<file path="config.mk">
export PLATFORM = sky130hd
export DESIGN_NAME = sorted_priority_queue
export DESIGN_NICKNAME = d
export VERILOG_FILES = /design/src/sv/spq_pkg.sv /design/src/sv/spq_ram.sv /design/src/sv/spq_ctrl.sv /design/src/sv/sorted_priority_queue.sv
export SDC_FILE = /design/constraint.sdc
export NUM_CORES = 1
export LEC_CHECK = 0
export BUFFER_PORTS_ARGS = -buffer_cell sky130_fd_sc_hd__buf_2
export CAP_MARGIN = 20
export CORE_MARGIN = 3
export CORE_UTILIZATION = 51
export CTS_CLUSTER_DIAMETER = 50
export DETAILED_ROUTE_END_ITERATION = 6
export PLACE_DENSITY = 0.77
export SETUP_SLACK_MARGIN = 0.2
export SLEW_MARGIN = 20
export SYNTH_ARGS = -nofsm -noshare
export SYNTH_HDL_FRONTEND = slang
export SYNTH_HIERARCHICAL = 1
export SYNTH_SLANG_ARGS = --single-unit
</file>
<file path="constraint.sdc">
create_clock -name clk_i -period 8.8 [get_ports clk_i]
set_clock_uncertainty 0.15 [all_clocks]
set_input_delay 0 -clock clk_i [delete_from_list [all_inputs] [get_ports clk_i]]
set_output_delay 0 -clock clk_i [all_outputs]
set_load 0.005 [all_outputs]
</file>
<file path="src/sv/spq_pkg.sv">
// Package: capacity, codes, payload and RAM request types for the sorted priority queue.
package spq_pkg;

  localparam int unsigned CAPACITY = 8;
  localparam int unsigned IDX_W    = $clog2(CAPACITY);
  localparam int unsigned CNT_W    = $clog2(CAPACITY + 1);
  localparam int unsigned FILL_W   = 4;
  localparam int unsigned ID_W     = 16;
  localparam int unsigned PRIO_W   = 8;

  typedef enum logic [0:0] {
    OP_INSERT = 1'b0,
    OP_POP    = 1'b1
  } op_e;

  typedef enum logic [1:0] {
    ST_OK    = 2'd0,
    ST_FULL  = 2'd1,
    ST_EMPTY = 2'd2
  } status_e;

  typedef struct packed {
    op_e               op;
    logic [ID_W-1:0]   entry_id;
    logic [PRIO_W-1:0] entry_priority;
  } in_item_t;

  typedef struct packed {
    status_e           status;
    logic [ID_W-1:0]   out_id;
    logic [PRIO_W-1:0] out_priority;
    logic [FILL_W-1:0] fill_count;
  } out_item_t;

  typedef struct packed {
    logic [ID_W-1:0]   id;
    logic [PRIO_W-1:0] prio;
  } entry_t;

  localparam int unsigned ENTRY_W = $bits(entry_t);

  typedef struct packed {
    logic             we;
    logic [IDX_W-1:0] waddr;
    entry_t           wdata;
    logic             re;
    logic [IDX_W-1:0] raddr;
  } ram_req_t;

  // Low four bits of a held count, zero-extended when the count is narrower.
  function automatic logic [FILL_W-1:0] to_fill(input logic [CNT_W-1:0] cnt);
    logic [CNT_W+FILL_W-1:0] wide;
    wide = {{FILL_W{1'b0}}, cnt};
    return wide[FILL_W-1:0];
  endfunction

endpackage

</file>
<file path="src/sv/spq_ram.sv">
// Generic simple dual-port RAM: one write port, one registered read port.
module spq_ram #(
  parameter int unsigned DEPTH  = 8,
  parameter int unsigned WIDTH  = 24,
  parameter int unsigned ADDR_W = $clog2(DEPTH)
) (
  input  logic              clk_i,
  input  logic              we_i,
  input  logic [ADDR_W-1:0] waddr_i,
  input  logic [WIDTH-1:0]  wdata_i,
  input  logic              re_i,
  input  logic [ADDR_W-1:0] raddr_i,
  output logic [WIDTH-1:0]  rdata_o
);

  logic [WIDTH-1:0] mem_q [DEPTH];
  logic [WIDTH-1:0] rdata_q;

  always_ff @(posedge clk_i) begin
    if (we_i) begin
      mem_q[waddr_i] <= wdata_i;
    end
  end

  always_ff @(posedge clk_i) begin
    if (re_i) begin
      rdata_q <= mem_q[raddr_i];
    end
  end

  assign rdata_o = rdata_q;

endmodule

</file>
<file path="src/sv/spq_ctrl.sv">
// Sequencer: walks the sorted entry RAM to insert, pop and shift entries.
module spq_ctrl import spq_pkg::*; (
  input  logic      clk_i,
  input  logic      rst_ni,
  input  logic      in_valid_i,
  output logic      in_ready_o,
  input  in_item_t  in_item_i,
  output logic      res_valid_o,
  input  logic      res_ready_i,
  output out_item_t res_o,
  output ram_req_t  ram_req_o,
  input  entry_t    ram_rdata_i
);

  typedef enum logic [2:0] {
    S_IDLE,
    S_INS_STEP,
    S_POP_HEAD,
    S_POP_SHIFT,
    S_RESP
  } state_e;

  state_e           state_q, state_d;
  logic [CNT_W-1:0] count_q, count_d;
  logic [CNT_W-1:0] pos_q, pos_d;
  in_item_t         item_q, item_d;
  out_item_t        res_q, res_d;
  logic [CNT_W-1:0] raddr_full;
  logic [CNT_W-1:0] waddr_full;
  entry_t           new_entry;

  assign new_entry = '{id: item_q.entry_id, prio: item_q.entry_priority};

  always_comb begin
    state_d    = state_q;
    count_d    = count_q;
    pos_d      = pos_q;
    item_d     = item_q;
    res_d      = res_q;
    raddr_full = '0;
    waddr_full = '0;
    ram_req_o  = '0;
    ram_req_o.wdata = new_entry;

    unique case (state_q)
      S_IDLE: begin
        if (in_valid_i) begin
          item_d = in_item_i;
          unique case (in_item_i.op)
            OP_INSERT: begin
              if (count_q == CNT_W'(CAPACITY)) begin
                res_d   = '{status: ST_FULL, out_id: '0, out_priority: '0,
                            fill_count: to_fill(count_q)};
                state_d = S_RESP;
              end else if (count_q == '0) begin
                // Empty queue: place the entry at the head directly.
                ram_req_o.we    = 1'b1;
                ram_req_o.wdata = '{id: in_item_i.entry_id,
                                    prio: in_item_i.entry_priority};
                count_d = CNT_W'(1);
                res_d   = '{status: ST_OK, out_id: '0, out_priority: '0,
                            fill_count: to_fill(CNT_W'(1))};
                state_d = S_RESP;
              end else begin
                raddr_full   = count_q - CNT_W'(1);
                ram_req_o.re = 1'b1;
                pos_d        = count_q;
                state_d      = S_INS_STEP;
              end
            end
            OP_POP: begin
              if (count_q == '0) begin
                res_d   = '{status: ST_EMPTY, out_id: '0, out_priority: '0,
                            fill_count: to_fill(count_q)};
                state_d = S_RESP;
              end else begin
                ram_req_o.re = 1'b1;
                state_d      = S_POP_HEAD;
              end
            end
            default: ;
          endcase
        end
      end

      S_INS_STEP: begin
        waddr_full   = pos_q;
        ram_req_o.we = 1'b1;
        if ((pos_q != '0) && (ram_rdata_i.prio > item_q.entry_priority)) begin
          // Move the larger entry back one place and look at the next one.
          ram_req_o.wdata = ram_rdata_i;
          pos_d           = pos_q - CNT_W'(1);
          if (pos_q >= CNT_W'(2)) begin
            raddr_full   = pos_q - CNT_W'(2);
            ram_req_o.re = 1'b1;
          end
        end else begin
          count_d = count_q + CNT_W'(1);
          res_d   = '{status: ST_OK, out_id: '0, out_priority: '0,
                      fill_count: to_fill(count_q + CNT_W'(1))};
          state_d = S_RESP;
        end
      end

      S_POP_HEAD: begin
        count_d = count_q - CNT_W'(1);
        res_d   = '{status: ST_OK, out_id: ram_rdata_i.id,
                    out_priority: ram_rdata_i.prio,
                    fill_count: to_fill(count_q - CNT_W'(1))};
        if (count_q >= CNT_W'(2)) begin
          raddr_full   = CNT_W'(1);
          ram_req_o.re = 1'b1;
          pos_d        = '0;
          state_d      = S_POP_SHIFT;
        end else begin
          state_d = S_RESP;
        end
      end

      S_POP_SHIFT: begin
        // count_q already holds the reduced count here.
        waddr_full      = pos_q;
        ram_req_o.we    = 1'b1;
        ram_req_o.wdata = ram_rdata_i;
        pos_d           = pos_q + CNT_W'(1);
        if ((pos_q + CNT_W'(1)) < count_q) begin
          raddr_full   = pos_q + CNT_W'(2);
          ram_req_o.re = 1'b1;
        end else begin
          state_d = S_RESP;
        end
      end

      S_RESP: begin
        if (res_ready_i) begin
          state_d = S_IDLE;
        end
      end

      default: state_d = S_IDLE;
    endcase

    ram_req_o.raddr = raddr_full[IDX_W-1:0];
    ram_req_o.waddr = waddr_full[IDX_W-1:0];
  end

  assign in_ready_o  = (state_q == S_IDLE);
  assign res_valid_o = (state_q == S_RESP);
  assign res_o       = res_q;

  always_ff @(posedge clk_i or negedge rst_ni) begin
    if (!rst_ni) begin
      state_q <= S_IDLE;
      count_q <= '0;
      pos_q   <= '0;
    end else begin
      state_q <= state_d;
      count_q <= count_d;
      pos_q   <= pos_d;
    end
  end

  always_ff @(posedge clk_i) begin
    item_q <= item_d;
    res_q  <= res_d;
  end

  a_count_bound: assert property (@(posedge clk_i) disable iff (!rst_ni)
    count_q <= CNT_W'(CAPACITY))
    else $error("entry count above capacity");

  a_no_rw_same_entry: assert property (@(posedge clk_i) disable iff (!rst_ni)
    !(ram_req_o.we && ram_req_o.re && (ram_req_o.waddr == ram_req_o.raddr)))
    else $error("read and write of the same entry in one cycle");

  a_count_step: assert property (@(posedge clk_i) disable iff (!rst_ni)
    !$stable(count_q) |-> ((count_q == $past(count_q) + CNT_W'(1)) ||
                           (count_q == $past(count_q) - CNT_W'(1))))
    else $error("entry count moved by more than one");

  a_resp_holds: assert property (@(posedge clk_i) disable iff (!rst_ni)
    (res_valid_o && !res_ready_i) |=> (res_valid_o && $stable(res_o)))
    else $error("result dropped before it was taken");

endmodule

</file>
<file path="src/sv/sorted_priority_queue.sv">
// Top level: sorted priority queue with entry RAM, sequencer and output register.
//
// Usage:
//   Input channel (in_valid_i / in_ready_o / in_item_i) carries one command item:
//   op = OP_INSERT stores entry_id with entry_priority behind every held entry of
//   equal or lower value (ties leave first in, first out); op = OP_POP removes the
//   entry with the lowest priority value. Every input item yields one result item
//   on the output channel (out_valid_o / out_ready_i / out_item_o) with a status
//   (ok, full, empty), the popped id and priority (zero otherwise) and the count
//   of entries held afterwards.
// Timing:
//   The entries live in one RAM with a registered read; the sequencer moves one
//   entry per cycle. An insert into a non-empty queue first moves every held
//   entry of higher priority value back one place, a pop shifts every entry
//   left behind forward one place, and a refused item or an insert into an empty
//   queue goes straight to its result. The next item is taken only after the
//   result has entered the output register. Only one item is in work at a time.
// Reset:
//   rst_ni (asynchronous, active low) empties the queue; RAM contents are left
//   as is and are never read before they are written.
// Stall:
//   A result waits in the output register while out_ready_i is low; the next
//   item is still accepted and worked on, and holds only at its own result.
module sorted_priority_queue import spq_pkg::*; (
  input  logic      clk_i,
  input  logic      rst_ni,
  input  logic      in_valid_i,
  output logic      in_ready_o,
  input  in_item_t  in_item_i,
  output logic      out_valid_o,
  input  logic      out_ready_i,
  output out_item_t out_item_o
);

  logic      res_valid;
  logic      res_ready;
  out_item_t res;
  ram_req_t  ram_req;
  entry_t    ram_rdata;
  logic [ENTRY_W-1:0] ram_rdata_raw;

  logic      out_valid_q;
  out_item_t out_item_q;

  // Sequencer: owns the entry count and drives every RAM access.
  spq_ctrl u_ctrl (
    .clk_i       (clk_i),
    .rst_ni      (rst_ni),
    .in_valid_i  (in_valid_i),
    .in_ready_o  (in_ready_o),
    .in_item_i   (in_item_i),
    .res_valid_o (res_valid),
    .res_ready_i (res_ready),
    .res_o       (res),
    .ram_req_o   (ram_req),
    .ram_rdata_i (ram_rdata)
  );

  // Sorted entry store, head of the queue at address zero.
  spq_ram #(
    .DEPTH (CAPACITY),
    .WIDTH (ENTRY_W)
  ) u_ram (
    .clk_i   (clk_i),
    .we_i    (ram_req.we),
    .waddr_i (ram_req.waddr),
    .wdata_i (ram_req.wdata),
    .re_i    (ram_req.re),
    .raddr_i (ram_req.raddr),
    .rdata_o (ram_rdata_raw)
  );

  assign ram_rdata = entry_t'(ram_rdata_raw);

  // Output register: take a new result when empty or being drained this cycle.
  assign res_ready = !out_valid_q || out_ready_i;

  always_ff @(posedge clk_i or negedge rst_ni) begin
    if (!rst_ni) begin
      out_valid_q <= 1'b0;
    end else if (res_valid && res_ready) begin
      out_valid_q <= 1'b1;
    end else if (out_ready_i) begin
      out_valid_q <= 1'b0;
    end
  end

  // Hold the payload while stalled; load it only with a new result.
  always_ff @(posedge clk_i) begin
    if (res_valid && res_ready) begin
      out_item_q <= res;
    end
  end

  assign out_valid_o = out_valid_q;
  assign out_item_o  = out_item_q;

endmodule

</file>
-- Word-level counts from Yosys, hierarchy flattened
Memories as Yosys holds them, arrays and structs flattened. A register that Yosys moved wholly into a read port is not among the register bits.
Cells that the tools add are included.
- $add $sub $neg: 6
- reductions and logical operators: 16
- bitwise operators: 1
- mux-type cells: 61
- eq/ne operators: 17
- $lt $le $gt $ge: 4
- operator list (kind ; number):
    30-bit two-way mux ; 5
    30-bit one-hot mux with 3 select lines ; 1
    25-bit two-way mux ; 3
    24-bit one-hot mux with 3 select lines ; 1
    30-bit one-hot mux with 2 select lines ; 1
    24-bit two-way mux ; 2
    3-bit two-way mux ; 16
    4-bit two-way mux ; 11
    4-bit one-hot mux with 4 select lines ; 1
    3-bit one-hot mux with 5 select lines ; 1
    1-bit two-way mux ; 13
    2-bit inequality test, second input constant ; 6
    3-bit one-hot mux with 4 select lines ; 1
    4-bit one-hot mux with 3 select lines ; 1
    4-bit by 1-bit adder with 4-bit output, second input constant ; 2
    4-bit by 2-bit greater-or-equal comparator with 1-bit output, second input constant ; 2
    8-bit greater-than comparator ; 1
    2-bit by 1-bit inequality test with 1-bit output, second input constant ; 4
    4-bit nonzero test ; 2
    4-bit by 1-bit subtractor with 4-bit output, second input constant ; 2
    7-bit AND reduction ; 1
    3-bit by 2-bit equality test with 1-bit output, second input constant ; 2
    3-bit one-hot mux with 2 select lines ; 1
    6-bit AND reduction ; 1
    other kinds (22) ; 24
- bits in registers: 96
- memories kept: 1
- RAM bits: 192
- output and inout bits: 32
- logic and storage cells: 120
- input port bits: 29
- memories (name ; words ; bits a word ; rd ports ; clocked after memory_dff ; wr ports ; RTL line ; text):
    u_ram.mem_q ; 8 ; 24 ; 1 ; 1 ; 1 ; spq_ram.sv:16 ; logic [WIDTH-1:0] mem_q [DEPTH];

-- Longest topological paths before layout
Gate-level depths: netlist (run 1).
- depth after elaboration: 8
- mapped depth: 13

-- Cells and area by module
Netlist (run 1), hierarchy kept.
- by module, submodules not included (module ; instances ; area an instance (um2) ; seq. area each (um2) ; cells an instance):
    spq_ram ; 1 ; 8050.2 ; 6486.2 ; 314
    spq_ctrl ; 1 ; 3734.8 ; 1896.8 ; 367
    sorted_priority_queue ; 1 ; 954.7 ; 925.9 ; 34

-- Worst setup path after synthesis (run 1)
OpenSTA, ideal clock, no wires.
- path type: register to register
- start: register u_ctrl.count_q[0]
- end: memory u_ram.mem_q[0][0] (enable)
- data arrival time: 3.547 ns
- slack: 4.667 ns
- period minus slack after synthesis: 4.133 ns
- buffers on the path: 2
- stages on the path, launching flop included: 11
- library setup time: 0.435 ns
- data required time: 8.215 ns
- cell sequence: dfrtp_1 > buf_2 > inv_1 > ha_1 > or3b_4 > nor3b_2 > and2_1 > buf_4 > or2_1 > nand2b_1 > nor3_1
- RTL lines (item ; RTL line ; text):
    start: declaration ; spq_ctrl.sv:24 ; logic [CNT_W-1:0] count_q, count_d;
    start signal: assignment ; spq_ctrl.sv:158 ; count_q <= count_d;
    end: declaration ; spq_ram.sv:16 ;

==> impl_metrics.prom, run 1 <==
# TYPE chip_impl_metric gauge
chip_impl_metric{name="rows",unit=""} 57
chip_impl_info{name="crit_path_start",value="u_ctrl/pos_q[1]$_DFFE_PN0P_"} 1
chip_impl_metric{name="postLayoutCoreUtil",unit=""} 0.604
chip_impl_metric{name="routed-wl-met3",unit="mm"} 2.26
chip_impl_metric{name="critPathMaxFanout",unit=""} 26
chip_impl_metric{name="slew_violations",unit=""} 0
chip_impl_metric{name="yosys.cell_types.count",unit=""} 62
chip_impl_metric{name="hold_path_depth",unit=""} 2
chip_impl_info{name="timing.hold.worst.class",value="input pin to flip-flop"} 1
chip_impl_metric{name="drcViolationCount",unit=""} 0
chip_impl_info{name="postSynth.topFlopCell",value="edfxtp_1"} 1
chip_impl_info{name="critPathMostFrequentCell",value="ha_1"} 1
chip_impl_metric{name="cts-htree-levels",unit=""} 1
chip_impl_info{name="cts_tree",value="built"} 1
chip_impl_metric{name="dieWidth",unit="um"} 164
chip_impl_metric{name="final.min_clock_period",unit="ns"} 4.81
chip_impl_metric{name="finalSetupTns",unit="ns"} 0
chip_impl_info{name="maxUsedRoutingLayer",value="met4"} 1
chip_impl_metric{name="antenna_found_initial",unit=""} 0
chip_impl_metric{name="final.period_utilization",unit=""} 0.546
chip_impl_metric{name="nets",unit=""} 879
chip_impl_info{name="r2r_end",value="u_ram/rdata_o[20]$_DFFE_PP_"} 1
chip_impl_metric{name="worstMarginPinSlew",unit="ns"} 0.752
chip_impl_metric{name="grt_max_degree",unit=""} 49
chip_impl_metric{name="fp.coreArea",unit="um^2"} 24500
chip_impl_metric{name="firstDrtPassIters",unit=""} 6
chip_impl_metric{name="detailedRoute.firstIterationViolations",unit=""} 767
chip_impl_metric{name="clk_latency",unit="ns"} 0.56
chip_impl_info{name="synth_top_area_cell",value="edfxtp_1"} 1
chip_impl_metric{name="global_route.overflow_total",unit=""} 0
chip_impl_metric{name="totalWireLength",unit="mm"} 27.4
chip_impl_metric{name="r2r_setup_slack",unit="ns"} 3.99
chip_impl_metric{name="ir_drop",unit="uV"} 222
chip_impl_metric{name="met2_length",unit="mm"} 13.4
chip_impl_info{name="clock_tree_root_buffer_cell",value="clkbuf_16"} 1
chip_impl_metric{name="grt_first_pass_wirelength",unit="mm"} 42.1
chip_impl_metric{name="synth-seq-area-share",unit=""} 0.731
chip_impl_metric{name="cts_buffer_depth",unit=""} 3
chip_impl_info{name="critical_path.endpoint_type",value="flip-flop"} 1
chip_impl_metric{name="final-hold-violation-count",unit=""} 0
chip_impl_info{name="most_used_standard_cells_in_the_synthesized_netlist",value="edfxtp_1, nand2_1, mux4_2"} 1
chip_impl_metric{name="synthDominantCellAreaShare",unit=""} 0.707
chip_impl_info{name="synthTopCellsByArea",value="edfxtp_1, mux4_2, dfrtp_1, ha_1, nand2_1"} 1
chip_impl_metric{name="synth_nets",unit=""} 766
chip_impl_metric{name="fp.dieH",unit="um"} 164
chip_impl_metric{name="critPathRequiredTime",unit="ns"} 8.96
chip_impl_metric{name="cts_buffers",unit=""} 30
chip_impl_info{name="outcome",value="complete, no violations"} 1
chip_impl_metric{name="cts_setup_buffers",unit=""} 0
chip_impl_metric{name="place.gp.congestion",unit=""} 0.908
chip_impl_metric{name="clock-sinks",unit=""} 312
chip_impl_metric{name="dp.final_hpwl",unit="mm"} 15.5
chip_impl_metric{name="ys.warnings.count",unit=""} 6
chip_impl_metric{name="summed_instance_area_of_the_synthesized_netlist",unit="um^2"} 12700
chip_impl_metric{name="syn-instance-count",unit=""} 715
chip_impl_info{name="critical_path.slowest_cell",value="mux4_2"} 1
chip_impl_metric{name="dr_total_vias",unit=""} 6917
chip_impl_metric{name="ys_ff_latch",unit=""} 312
chip_impl_metric{name="cp_slowest_stage_delay",unit="ns"} 0.59
chip_impl_metric{name="flow.area_growth_from_synthesis",unit="%"} 16.0
chip_impl_info{name="synth.most_common_cell",value="edfxtp_1"} 1
chip_impl_metric{name="synth_edf_count",unit=""} 300
chip_impl_metric{name="max_freq",unit="MHz"} 208
chip_impl_metric{name="async_reset_ff_frac",unit=""} 0.0385
chip_impl_metric{name="die_area",unit="um^2"} 26900
chip_impl_info{name="crit_end",value="u_ram/rdata_o[20]$_DFFE_PP_"} 1
chip_impl_metric{name="drt-met1-wl",unit="mm"} 10.9
chip_impl_metric{name="relSlewSlack",unit=""} 0.495
chip_impl_metric{name="initial_utilization",unit=""} 0.521
chip_impl_metric{name="number_of_global_route_vias_before_repair",unit=""} 7009
chip_impl_metric{name="max-cap-violations",unit=""} 0
chip_impl_metric{name="post_cts.resized_instances",unit=""} 0
chip_impl_info{name="crit_chain",value="inv_1 > ha_1 > ha_1 > a211oi_1 > nor2_1 > nor4_1 > a21oi_1 > o21ai_4 > buf_16 > buf_4 > mux4_2 > mux2_2"} 1
chip_impl_info{name="criticalPathCategory",value="flip-flop to flip-flop"} 1
chip_impl_metric{name="setup_viol",unit=""} 0
chip_impl_metric{name="avgSynthCellArea",unit="um^2"} 17.8
chip_impl_metric{name="r2r_cells",unit=""} 12
chip_impl_metric{name="clk_pin_slew_worst_paths",unit="ns"} 0.06
chip_impl_metric{name="top_level_ports",unit=""} 61
chip_impl_info{name="rsz_0062_raised_after_global_routing",value="false"} 1
chip_impl_metric{name="wl_per_cell",unit="um"} 23.3
chip_impl_metric{name="avgViaCountPerCell",unit=""} 5.88
chip_impl_metric{name="drt.antenna.violating_nets",unit=""} 0
chip_impl_info{name="worst_reg2reg_startpoint",value="u_ctrl/pos_q[1]$_DFFE_PN0P_"} 1
chip_impl_metric{name="worstPathArrival",unit="ns"} 4.97
chip_impl_metric{name="post_route_cells_drive_above_1_share",unit=""} 0.254
chip_impl_metric{name="postCtsHoldBufs",unit=""} 34
chip_impl_metric{name="power_leakage",unit="nW"} 5.21
chip_impl_metric{name="buffer_ports.inserted",unit=""} 60
chip_impl_info{name="startpoint_type",value="flip-flop"} 1
chip_impl_metric{name="grtUsageTotal",unit=""} 0.210
chip_impl_metric{name="power.density_cell_area",unit="nW/um^2"} 346
## worst min-delay path by stage
stage	start	to	slack, ns
detailed placement	rst_ni	u_ctrl/count_q[0]$_DFFE_PN0P_	-0.23
finish	in_item_i[13]	u_ctrl/item_q[13]$_DFFE_PP_	0.01
CTS	in_item_i[10]	u_ctrl/item_q[10]$_DFFE_PP_	0.002
global route	in_item_i[21]	u_ctrl/item_q[21]$_DFFE_PP_	0.01
global placement	rst_ni	u_ctrl/count_q[3]$_DFFE_PN0P_	-0.23
floorplan	rst_ni	out_valid_o$_DFFE_PN0P_	-0.45
## registers in the layout, indices dropped and copies added, names as in the netlist, 3 cells and up
| name | count |
|---|---|
| u_ram/mem_q | 192 |
| out_item_o | 30 |
| u_ctrl/res_o | 30 |
| u_ctrl/item_q | 24 |
| u_ram/rdata_o | 24 |
| u_ctrl/count_q | 4 |
| u_ctrl/pos_q | 4 |
| u_ctrl/state_q | 3 |
## through the flow
step           worst slack [ns]  hold WS, ns  instances  total power, mW  cell area [um^2]
6_report                   3.99       0.0128       1177             5.11             14800
5_1_grt                    3.54       0.0141       1176             5.37             14800
4_1_cts                    3.95      0.00202       1176             5.14             14800
3_5_place_dp               3.96       -0.231       1086             3.89             13500
3_3_place_gp               3.81       -0.234       1085             3.82             13500
2_1_floorplan              4.67       -0.446        715             3.41             12700
## layout by cell type (no fill, tap or decap), drive strengths merged, types with 24 or more instances in the layout
| cell type | instances |
|---|---|
| nand2 | 70 |
| and3 | 24 |
| a22oi | 25 |
| mux4 | 48 |
| edfxtp | 300 |
| dlygate4sd3 | 34 |
| nor2 | 25 |
| clkbuf | 40 |
| buf | 80 |
| mux2 | 25 |
## per-layer routing
metal / vias up / GRT usage
met5: - / 0
met4: 0 / 0.0619
met3: 53 / 0.0267
met2: 367 / 0.345
met1: 3437 / 0.301
li1: 3060 / -
## kinds of logic (layout without fill, tap and decap cells)
group                    after synthesis  count (layout)  share of synthesized area
multiplexers                          77              77                      0.115
AO/OA/AOI/OAI                         89              89                     0.0482
XOR/XNOR                               4               4                    0.00275
AND/OR/NAND/NOR                      156             156                     0.0602
adder cells (fa/ha/maj)               22              22                     0.0216
flip-flops                           312             312                      0.731
buffers and inverters                 55             192                     0.0220
other                                  0               1                          0
## where the power goes
| part | switching (mW) | internal, mW | total (mW) | leakage, nW |
|---|---|---|---|---|
| clock network | 0.534 | 0.694 | 1.23 | 0.457 |
| registers | 0.152 | 2.18 | 2.33 | 2.91 |
| logic | 0.931 | 0.627 | 1.56 | 1.84 |
| total | 1.62 | 3.50 | 5.11 | 5.21 |
## layout make-up
cell class | instances | area (um^2)
fillers | 1737 | 9680
flip-flops and latches | 312 | 9310
multi-input cells | 348 | 3220
repair buffers | 114 | 811
clock buffers | 40 | 788
well taps | 324 | 405
clock inverters | 16 | 164
inverters | 22 | 82.6
diodes | 1 | 2.50
## critical path, delay by kind of cell (launching register included)
kind	cells	cell delay, ns
AOI/OAI and AO/OA	3	1.02
adders and majority gates	2	0.62
buffers and inverters	3	0.86
DFF	1	0.49
muxes	2	0.87
and+or+nand+nor	2	0.53
Power figures use the tool's default switching activity.
==> inputs of run 2 (changes only) <==
==> constraint.sdc (replaced) <==
create_clock -name clk_i -period 5 [get_ports clk_i]
set_clock_uncertainty 0.15 [all_clocks]
set_input_delay 0 -clock clk_i [delete_from_list [all_inputs] [get_ports clk_i]]
set_output_delay 0 -clock clk_i [all_outputs]
set_load 0.005 [all_outputs]
==> run 2 against run 1 <==
  * Hold slack gained 0.051 ns
  * Worst setup slack got worse by 3.3 ns
  * Sequential cell count unchanged
  * Core utilization rose by 0.56 points
  * Non-clock buffer count grew 1
  * Critical path depth down 1
  * Routed wire length about the same
  * Critical path type unchanged
  * Clock power increased by 94%
  * Maximum frequency is 12% higher
  * Sequential power rose by 76%
==> impl_metrics.prom, run 2 (synthesized netlist as in run 1, its figures left out) <==
# TYPE chip_impl_metric gauge
chip_impl_info{name="outcome",value="complete, no violations"} 1
chip_impl_metric{name="p_clk_frac",unit=""} 0.258
chip_impl_metric{name="power.density_cell_area",unit="nW/um^2"} 621
chip_impl_metric{name="stdcell_area",unit="um^2"} 14900
chip_impl_metric{name="hold-worst-slack",unit="ns"} 0.0639
chip_impl_metric{name="drcViolationCount",unit=""} 0
chip_impl_metric{name="post_route_cells_drive_above_1_share",unit=""} 0.273
chip_impl_metric{name="final-hold-violation-count",unit=""} 0
chip_impl_metric{name="die_area",unit="um^2"} 26900
chip_impl_info{name="clock_tree_root_buffer_cell",value="clkbuf_16"} 1
chip_impl_metric{name="r2r_setup_slack",unit="ns"} 0.70
chip_impl_metric{name="grt_first_pass_wirelength",unit="mm"} 42.5
chip_impl_metric{name="worstPathArrival",unit="ns"} 4.41
chip_impl_metric{name="dieWidth",unit="um"} 164
chip_impl_metric{name="totalWireLength",unit="mm"} 27.4
chip_impl_metric{name="detailedRoute.firstIterationViolations",unit=""} 714
chip_impl_metric{name="power.sequential.fraction",unit=""} 0.443
chip_impl_metric{name="final.fill_count",unit=""} 1683
chip_impl_metric{name="cp_slowest_stage_delay",unit="ns"} 0.54
chip_impl_metric{name="dr_total_vias",unit=""} 6925
chip_impl_metric{name="drt.antenna.violating_nets",unit=""} 0
chip_impl_metric{name="power_leakage",unit="nW"} 5.29
chip_impl_metric{name="flow.area_growth_from_synthesis",unit="%"} 17.1
chip_impl_info{name="cts_tree",value="built"} 1
chip_impl_metric{name="wl_per_cell",unit="um"} 23.2
chip_impl_metric{name="clk_pin_slew_worst_paths",unit="ns"} 0.06
chip_impl_metric{name="clk_latency",unit="ns"} 0.52
chip_impl_metric{name="cp.buffers_inverters",unit=""} 2
chip_impl_metric{name="cell_internal_pwr",unit="mW"} 6.33
chip_impl_info{name="commonest_non_fill_non_tap_cell_in_the_layout",value="edfxtp_1"} 1
chip_impl_metric{name="relSlewSlack",unit=""} 0.480
chip_impl_metric{name="ir_drop",unit="uV"} 345
chip_impl_info{name="critical_path.endpoint_type",value="flip-flop"} 1
chip_impl_metric{name="dp.final_hpwl",unit="mm"} 15.9
chip_impl_metric{name="rows",unit=""} 57
chip_impl_metric{name="top_level_ports",unit=""} 61
chip_impl_metric{name="clock-sinks",unit=""} 312
chip_impl_info{name="layout_common_cells",value="edfxtp_1, nand2_1, buf_2"} 1
chip_impl_metric{name="global_route.overflow_total",unit=""} 0
chip_impl_metric{name="finalSetupTns",unit="ns"} 0
chip_impl_metric{name="place.gp.congestion",unit=""} 0.908
chip_impl_metric{name="final.period_utilization",unit=""} 0.859
chip_impl_metric{name="worstMarginPinSlew",unit="ns"} 0.780
chip_impl_metric{name="grt_max_degree",unit=""} 35
chip_impl_metric{name="placed_area",unit="um^2"} 13600
chip_impl_metric{name="cts_setup_buffers",unit=""} 0
chip_impl_info{name="registers.top_by_ff_count",value="u_ram/mem_q"} 1
chip_impl_info{name="critical-path-top-delay-family",value="compound AO/OA/AOI/OAI gates"} 1
chip_impl_metric{name="final.min_clock_period",unit="ns"} 4.30
chip_impl_metric{name="p_comb_frac",unit=""} 0.299
chip_impl_metric{name="critPathMaxFanout",unit=""} 25
chip_impl_info{name="rsz_0062_raised_after_global_routing",value="false"} 1
chip_impl_info{name="critical_path.slowest_cell",value="mux4_2"} 1
chip_impl_metric{name="cts-htree-levels",unit=""} 2
chip_impl_metric{name="antenna_found_initial",unit=""} 0
chip_impl_metric{name="insertedDiodeCount",unit=""} 0
chip_impl_metric{name="post_layout_power",unit="mW"} 9.26
chip_impl_info{name="startpoint_type",value="flip-flop"} 1
chip_impl_info{name="criticalPathCategory",value="flip-flop to flip-flop"} 1
chip_impl_metric{name="nets",unit=""} 884
chip_impl_info{name="critPathMostFrequentCell",value="ha_1"} 1
chip_impl_metric{name="max_freq",unit="MHz"} 233
chip_impl_metric{name="fp.coreArea",unit="um^2"} 24500
chip_impl_metric{name="largest_reg_flops",unit=""} 192
chip_impl_metric{name="critPathRequiredTime",unit="ns"} 5.12
chip_impl_metric{name="number_of_global_route_vias_before_repair",unit=""} 7081
chip_impl_info{name="timing.hold.worst.class",value="input pin to flip-flop"} 1
chip_impl_metric{name="net-switching-power",unit="mW"} 2.93
chip_impl_info{name="crit_chain",value="inv_1 > ha_1 > ha_1 > a211oi_1 > nor2_1 > nor4_1 > a21oi_1 > o21ai_4 > buf_12 > mux4_2 > mux2_4"} 1
chip_impl_metric{name="grtUsageTotal",unit=""} 0.214
chip_impl_metric{name="fp.dieH",unit="um"} 164
chip_impl_metric{name="power_switching_share",unit=""} 0.317
chip_impl_metric{name="cts_buffer_depth",unit=""} 3
chip_impl_metric{name="max-cap-violations",unit=""} 0
chip_impl_metric{name="avgViaCountPerCell",unit=""} 5.86
chip_impl_metric{name="cts_buffers",unit=""} 34
chip_impl_metric{name="initial_utilization",unit=""} 0.521
chip_impl_metric{name="firstDrtPassIters",unit=""} 5
chip_impl_metric{name="slew_violations",unit=""} 0
chip_impl_metric{name="buffer_ports.inserted",unit=""} 60
chip_impl_metric{name="setup_viol",unit=""} 0
[run 2: final cells by class]
type	instances	area, um^2	share of cell area
Sequential cell	312	9310	0.624
Multi-Input combinational cell	348	3220	0.216
Clock buffer	41	898	0.0602
Timing Repair Buffer	115	831	0.0557
Tap cell	324	405	0.0272
Clock inverter	20	173	0.0116
Inverter	22	82.6	0.00554
[run 2: worst paths after layout]
check,cells past startpoint,startpoint,end
max,11,u_ctrl/pos_q[1]$_DFFE_PN0P_,u_ram/rdata_o[15]$_DFFE_PP_
min,2,in_item_i[18],u_ctrl/item_q[18]$_DFFE_PP_
max reg2reg,11,u_ctrl/pos_q[1]$_DFFE_PN0P_,u_ram/rdata_o[15]$_DFFE_PP_
min reg2reg,0,u_ctrl/res_o[25]$_DFFE_PP_,out_item_o[25]$_DFFE_PP_
max in group asynchronous,3,rst_ni,u_ctrl/count_q[1]$_DFFE_PN0P_
min in group asynchronous,3,rst_ni,u_ctrl/state_q[0]$_DFFE_PN0P_
[run 2: per-layer routing]
metal  routed length [um]  share of wire  global-route usage  vias up
met3                 2420          0.088              0.0325       54
met5                    0              0                   0        -
met4                  679          0.025              0.0765        0
met1                11200           0.41               0.307     3430
li1                     -              -                   -     3065
met2                13200           0.48               0.338      376
[run 2: power groups by stage]
stage	sequential, mW	clock (mW)	combinational (mW)
after detailed placement	4.14	0	2.73
after floorplan	4.02	0	1.97
after global placement	4.13	0	2.65
after CTS	4.10	2.43	2.78
after global routing	4.16	2.54	3.04
final	4.10	2.39	2.77
[run 2: timing repair]
| item | in CTS | in global routing |
|---|---|---|
| gates resized for setup | 0 | 0 |
| hold endpoints to repair | 240 | 0 |
| hold buffers | 29 | 0 |
[run 2: through the flow]
stage	instances	utilization	setup WS (ns)
after global placement	1091	0.553	0.872
after detailed placement	1092	0.554	0.722
final	1182	0.610	0.705
after floorplan	715	-	0.867
after CTS	1182	0.610	0.695
after global routing	1182	0.610	0.362
==> inputs of run 3 (changes only) <==
--- a/config.mk
+++ b/config.mk
@@ -10,6 +10,7 @@
 export CORE_MARGIN = 3
 export CORE_UTILIZATION = 51
 export CTS_CLUSTER_DIAMETER = 50
+export CTS_CLUSTER_SIZE = 24
 export DETAILED_ROUTE_END_ITERATION = 6
 export PLACE_DENSITY = 0.77
 export SETUP_SLACK_MARGIN = 0.2
==> constraint.sdc (replaced) <==
create_clock -name clk_i -period 4.9 [get_ports clk_i]
set_clock_uncertainty 0.15 [all_clocks]
set_input_delay 0 -clock clk_i [delete_from_list [all_inputs] [get_ports clk_i]]
set_output_delay 0 -clock clk_i [all_outputs]
set_load 0.005 [all_outputs]
==> run 3 against run 2 <==
  * Routed wire length up 1.5%
  * Core utilization down 0.46 points
  * Register-to-register slack worse by 0.099 ns
  * Critical path depth unchanged
  * Highest routed layer unchanged
  * Critical endpoint is now u_ram/rdata_o[3]$_DFFE_PP_
  * Cell count down 1.1%
==> impl_metrics.prom, run 3 (synthesized netlist as in run 1, its figures left out) <==
# TYPE chip_impl_metric gauge
chip_impl_info{name="registers.top_by_ff_count",value="u_ram/mem_q"} 1
chip_impl_info{name="critical_path.slowest_cell",value="mux4_2"} 1
chip_impl_metric{name="place.gp.congestion",unit=""} 0.907
chip_impl_metric{name="initial_utilization",unit=""} 0.521
chip_impl_info{name="rsz_0062_raised_after_global_routing",value="false"} 1
chip_impl_info{name="crit_end",value="u_ram/rdata_o[3]$_DFFE_PP_"} 1
chip_impl_metric{name="critPathMaxFanout",unit=""} 25
chip_impl_metric{name="flow.area_growth_from_synthesis",unit="%"} 16.2
chip_impl_metric{name="die_area",unit="um^2"} 26900
chip_impl_metric{name="worstMarginPinSlew",unit="ns"} 0.782
chip_impl_metric{name="cell_internal_pwr",unit="mW"} 6.20
chip_impl_metric{name="clk_pin_slew_worst_paths",unit="ns"} 0.09
chip_impl_metric{name="cts_setup_buffers",unit=""} 0
chip_impl_metric{name="wl_per_cell",unit="um"} 23.8
chip_impl_metric{name="cts-htree-levels",unit=""} 1
chip_impl_metric{name="max-cap-violations",unit=""} 0
chip_impl_info{name="clock_tree_root_buffer_cell",value="clkbuf_16"} 1
chip_impl_metric{name="power_switching_share",unit=""} 0.332
chip_impl_metric{name="final-hold-violation-count",unit=""} 0
chip_impl_metric{name="detailedRoute.firstIterationViolations",unit=""} 644
chip_impl_metric{name="setup_viol",unit=""} 0
chip_impl_metric{name="worstPathArrival",unit="ns"} 4.45
chip_impl_metric{name="r2r_setup_slack",unit="ns"} 0.61
chip_impl_metric{name="relSlewSlack",unit=""} 0.474
chip_impl_info{name="worst_reg2reg_startpoint",value="u_ctrl/pos_q[1]$_DFFE_PN0P_"} 1
chip_impl_info{name="crit_chain",value="inv_1 > ha_1 > ha_1 > a211oi_1 > nor2_1 > nor4_1 > a21oi_1 > o21ai_4 > buf_12 > mux4_2 > mux2_4"} 1
chip_impl_metric{name="drcViolationCount",unit=""} 0
chip_impl_info{name="maxUsedRoutingLayer",value="met4"} 1
chip_impl_metric{name="routed-wl-met3",unit="mm"} 2.26
chip_impl_metric{name="cp.buffers_inverters",unit=""} 2
chip_impl_metric{name="clk_latency",unit="ns"} 0.56
chip_impl_info{name="timing.hold.worst.class",value="input pin to flip-flop"} 1
chip_impl_metric{name="final.period_utilization",unit=""} 0.876
chip_impl_metric{name="largest_reg_flops",unit=""} 192
chip_impl_metric{name="drt.antenna.violating_nets",unit=""} 0
chip_impl_metric{name="cts_buffers",unit=""} 26
chip_impl_metric{name="grt_first_pass_wirelength",unit="mm"} 42.8
chip_impl_metric{name="clock-sinks",unit=""} 312
chip_impl_metric{name="totalWireLength",unit="mm"} 27.8
chip_impl_info{name="crit_path_start",value="u_ctrl/pos_q[1]$_DFFE_PN0P_"} 1
chip_impl_metric{name="slew_violations",unit=""} 0
chip_impl_metric{name="worstSetupPathDepth",unit=""} 11
chip_impl_info{name="cts_tree",value="built"} 1
chip_impl_metric{name="top_level_ports",unit=""} 61
chip_impl_metric{name="dp.final_hpwl",unit="mm"} 16.1
chip_impl_info{name="r2r_end",value="u_ram/rdata_o[3]$_DFFE_PP_"} 1
chip_impl_metric{name="nets",unit=""} 876
chip_impl_metric{name="post_route_cells_drive_above_1_share",unit=""} 0.272
chip_impl_info{name="commonest_non_fill_non_tap_cell_in_the_layout",value="edfxtp_1"} 1
chip_impl_metric{name="ir_drop",unit="uV"} 378
chip_impl_metric{name="p_clk_frac",unit=""} 0.241
chip_impl_metric{name="p_comb_frac",unit=""} 0.309
chip_impl_metric{name="rows",unit=""} 57
chip_impl_metric{name="firstDrtPassIters",unit=""} 5
chip_impl_metric{name="antenna_found_initial",unit=""} 0
chip_impl_metric{name="post_layout_power",unit="mW"} 9.28
chip_impl_metric{name="dr_total_vias",unit=""} 6945
chip_impl_info{name="layout_common_cells",value="edfxtp_1, nand2_1, buf_2"} 1
chip_impl_info{name="critical-path-top-delay-family",value="compound AO/OA/AOI/OAI gates"} 1
chip_impl_metric{name="cts_buffer_depth",unit=""} 3
chip_impl_metric{name="max_freq",unit="MHz"} 233
chip_impl_metric{name="power.sequential.fraction",unit=""} 0.451
chip_impl_metric{name="number_of_global_route_vias_before_repair",unit=""} 7069
chip_impl_metric{name="avgViaCountPerCell",unit=""} 5.94
chip_impl_metric{name="power.density_cell_area",unit="nW/um^2"} 627
chip_impl_metric{name="buffer_ports.inserted",unit=""} 60
chip_impl_metric{name="grtUsageTotal",unit=""} 0.214
chip_impl_metric{name="final.min_clock_period",unit="ns"} 4.29
chip_impl_metric{name="power_leakage",unit="nW"} 5.22
chip_impl_metric{name="met2_length",unit="mm"} 13.5
chip_impl_metric{name="net-switching-power",unit="mW"} 3.08
chip_impl_info{name="critical_path.endpoint_type",value="flip-flop"} 1
chip_impl_metric{name="global_route.overflow_total",unit=""} 0
chip_impl_info{name="critPathMostFrequentCell",value="ha_1"} 1
chip_impl_metric{name="drt-met1-wl",unit="mm"} 11.5
chip_impl_metric{name="grt_max_degree",unit=""} 35
chip_impl_metric{name="fp.dieH",unit="um"} 164
chip_impl_info{name="outcome",value="complete, no violations"} 1
chip_impl_metric{name="fp.coreArea",unit="um^2"} 24500
chip_impl_info{name="startpoint_type",value="flip-flop"} 1
chip_impl_metric{name="dieWidth",unit="um"} 164
chip_impl_metric{name="critPathRequiredTime",unit="ns"} 5.05
chip_impl_metric{name="finalSetupTns",unit="ns"} 0
chip_impl_metric{name="cp_slowest_stage_delay",unit="ns"} 0.55
chip_impl_info{name="criticalPathCategory",value="flip-flop to flip-flop"} 1
chip_impl_metric{name="r2r_cells",unit=""} 11
chip_impl_metric{name="insertedDiodeCount",unit=""} 0
## run 3: cell types whose count changed in the layout (fill, tap and decap cells not counted), moves of 2 or more
cell       previous run  this run
inv_8                 0         7
clkbuf_1              6         0
inv_6                 5         3
clkbuf_16            35        26
inv_12                0         5
clkinv_2              7         0
clkinv_8              1         4
clkinv_1              3         0
## run 3: what timing repair did
item,CTS,global route
setup endpoints to repair,0,0
endpoints found under the hold margin,233,0
hold buffers,29,0
gates resized for setup,0,0
## run 3: area by class of cell
type	instances	area, um^2
Fill cell	1681	9660
Sequential cell	312	9310
Multi-Input combinational cell	348	3220
Timing Repair Buffer	115	843
Clock buffer	26	651
Tap cell	324	405
Clock inverter	22	297
Inverter	22	82.6
## run 3: power groups by stage
stage	combinational, mW	sequential (mW)	clock [mW]
floorplan	2.01	4.10	0
global placement	2.72	4.22	0
detailed placement	2.82	4.23	0
CTS	2.87	4.18	2.27
global route	3.15	4.23	2.39
finish	2.86	4.18	2.23
## run 3: worst min-delay path by stage
stage / from / endpoint / slack [ns] / depth (start not counted)
2_1_floorplan: rst_ni / out_valid_o$_DFFE_PN0P_ / -0.45 / 0
3_3_place_gp: rst_ni / u_ctrl/count_q[3]$_DFFE_PN0P_ / -0.24 / 1
3_5_place_dp: rst_ni / u_ctrl/count_q[2]$_DFFE_PN0P_ / -0.24 / 1
4_1_cts: in_item_i[20] / u_ctrl/item_q[20]$_DFFE_PP_ / 0.008 / 2
5_1_grt: in_item_i[20] / u_ctrl/item_q[20]$_DFFE_PP_ / 0.02 / 2
6_report: in_item_i[20] / u_ctrl/item_q[20]$_DFFE_PP_ / 0.03 / 2
## run 3: per-stage QoR
step | cells | hold slack (ns) | utilization | setup WS [ns] | cell area, um^2
floorplan | 715 | -0.446 | - | 0.767 | 12700
global placement | 1091 | -0.236 | 0.553 | 0.748 | 13500
detailed placement | 1092 | -0.237 | 0.555 | 0.639 | 13600
CTS | 1169 | 0.00847 | 0.605 | 0.594 | 14800
global route | 1169 | 0.0156 | 0.605 | 0.252 | 14800
finish | 1169 | 0.0316 | 0.605 | 0.606 | 14800
## run 3: worst reg2reg max path: stages, from the launching register on
cell      delay, ns
dfrtp_1        0.49
inv_1          0.16
ha_1           0.34
ha_1           0.28
a211oi_1       0.20
nor2_1         0.08
nor4_1         0.49
a21oi_1        0.23
o21ai_4        0.48
buf_12         0.31
mux4_2         0.56
mux2_4         0.29
## run 3: routing by layer
metal	vias up	track usage
li1	3051	-
met1	3496	0.308
met2	344	0.343
met3	54	0.0346
met4	0	0.0592
met5	-	0
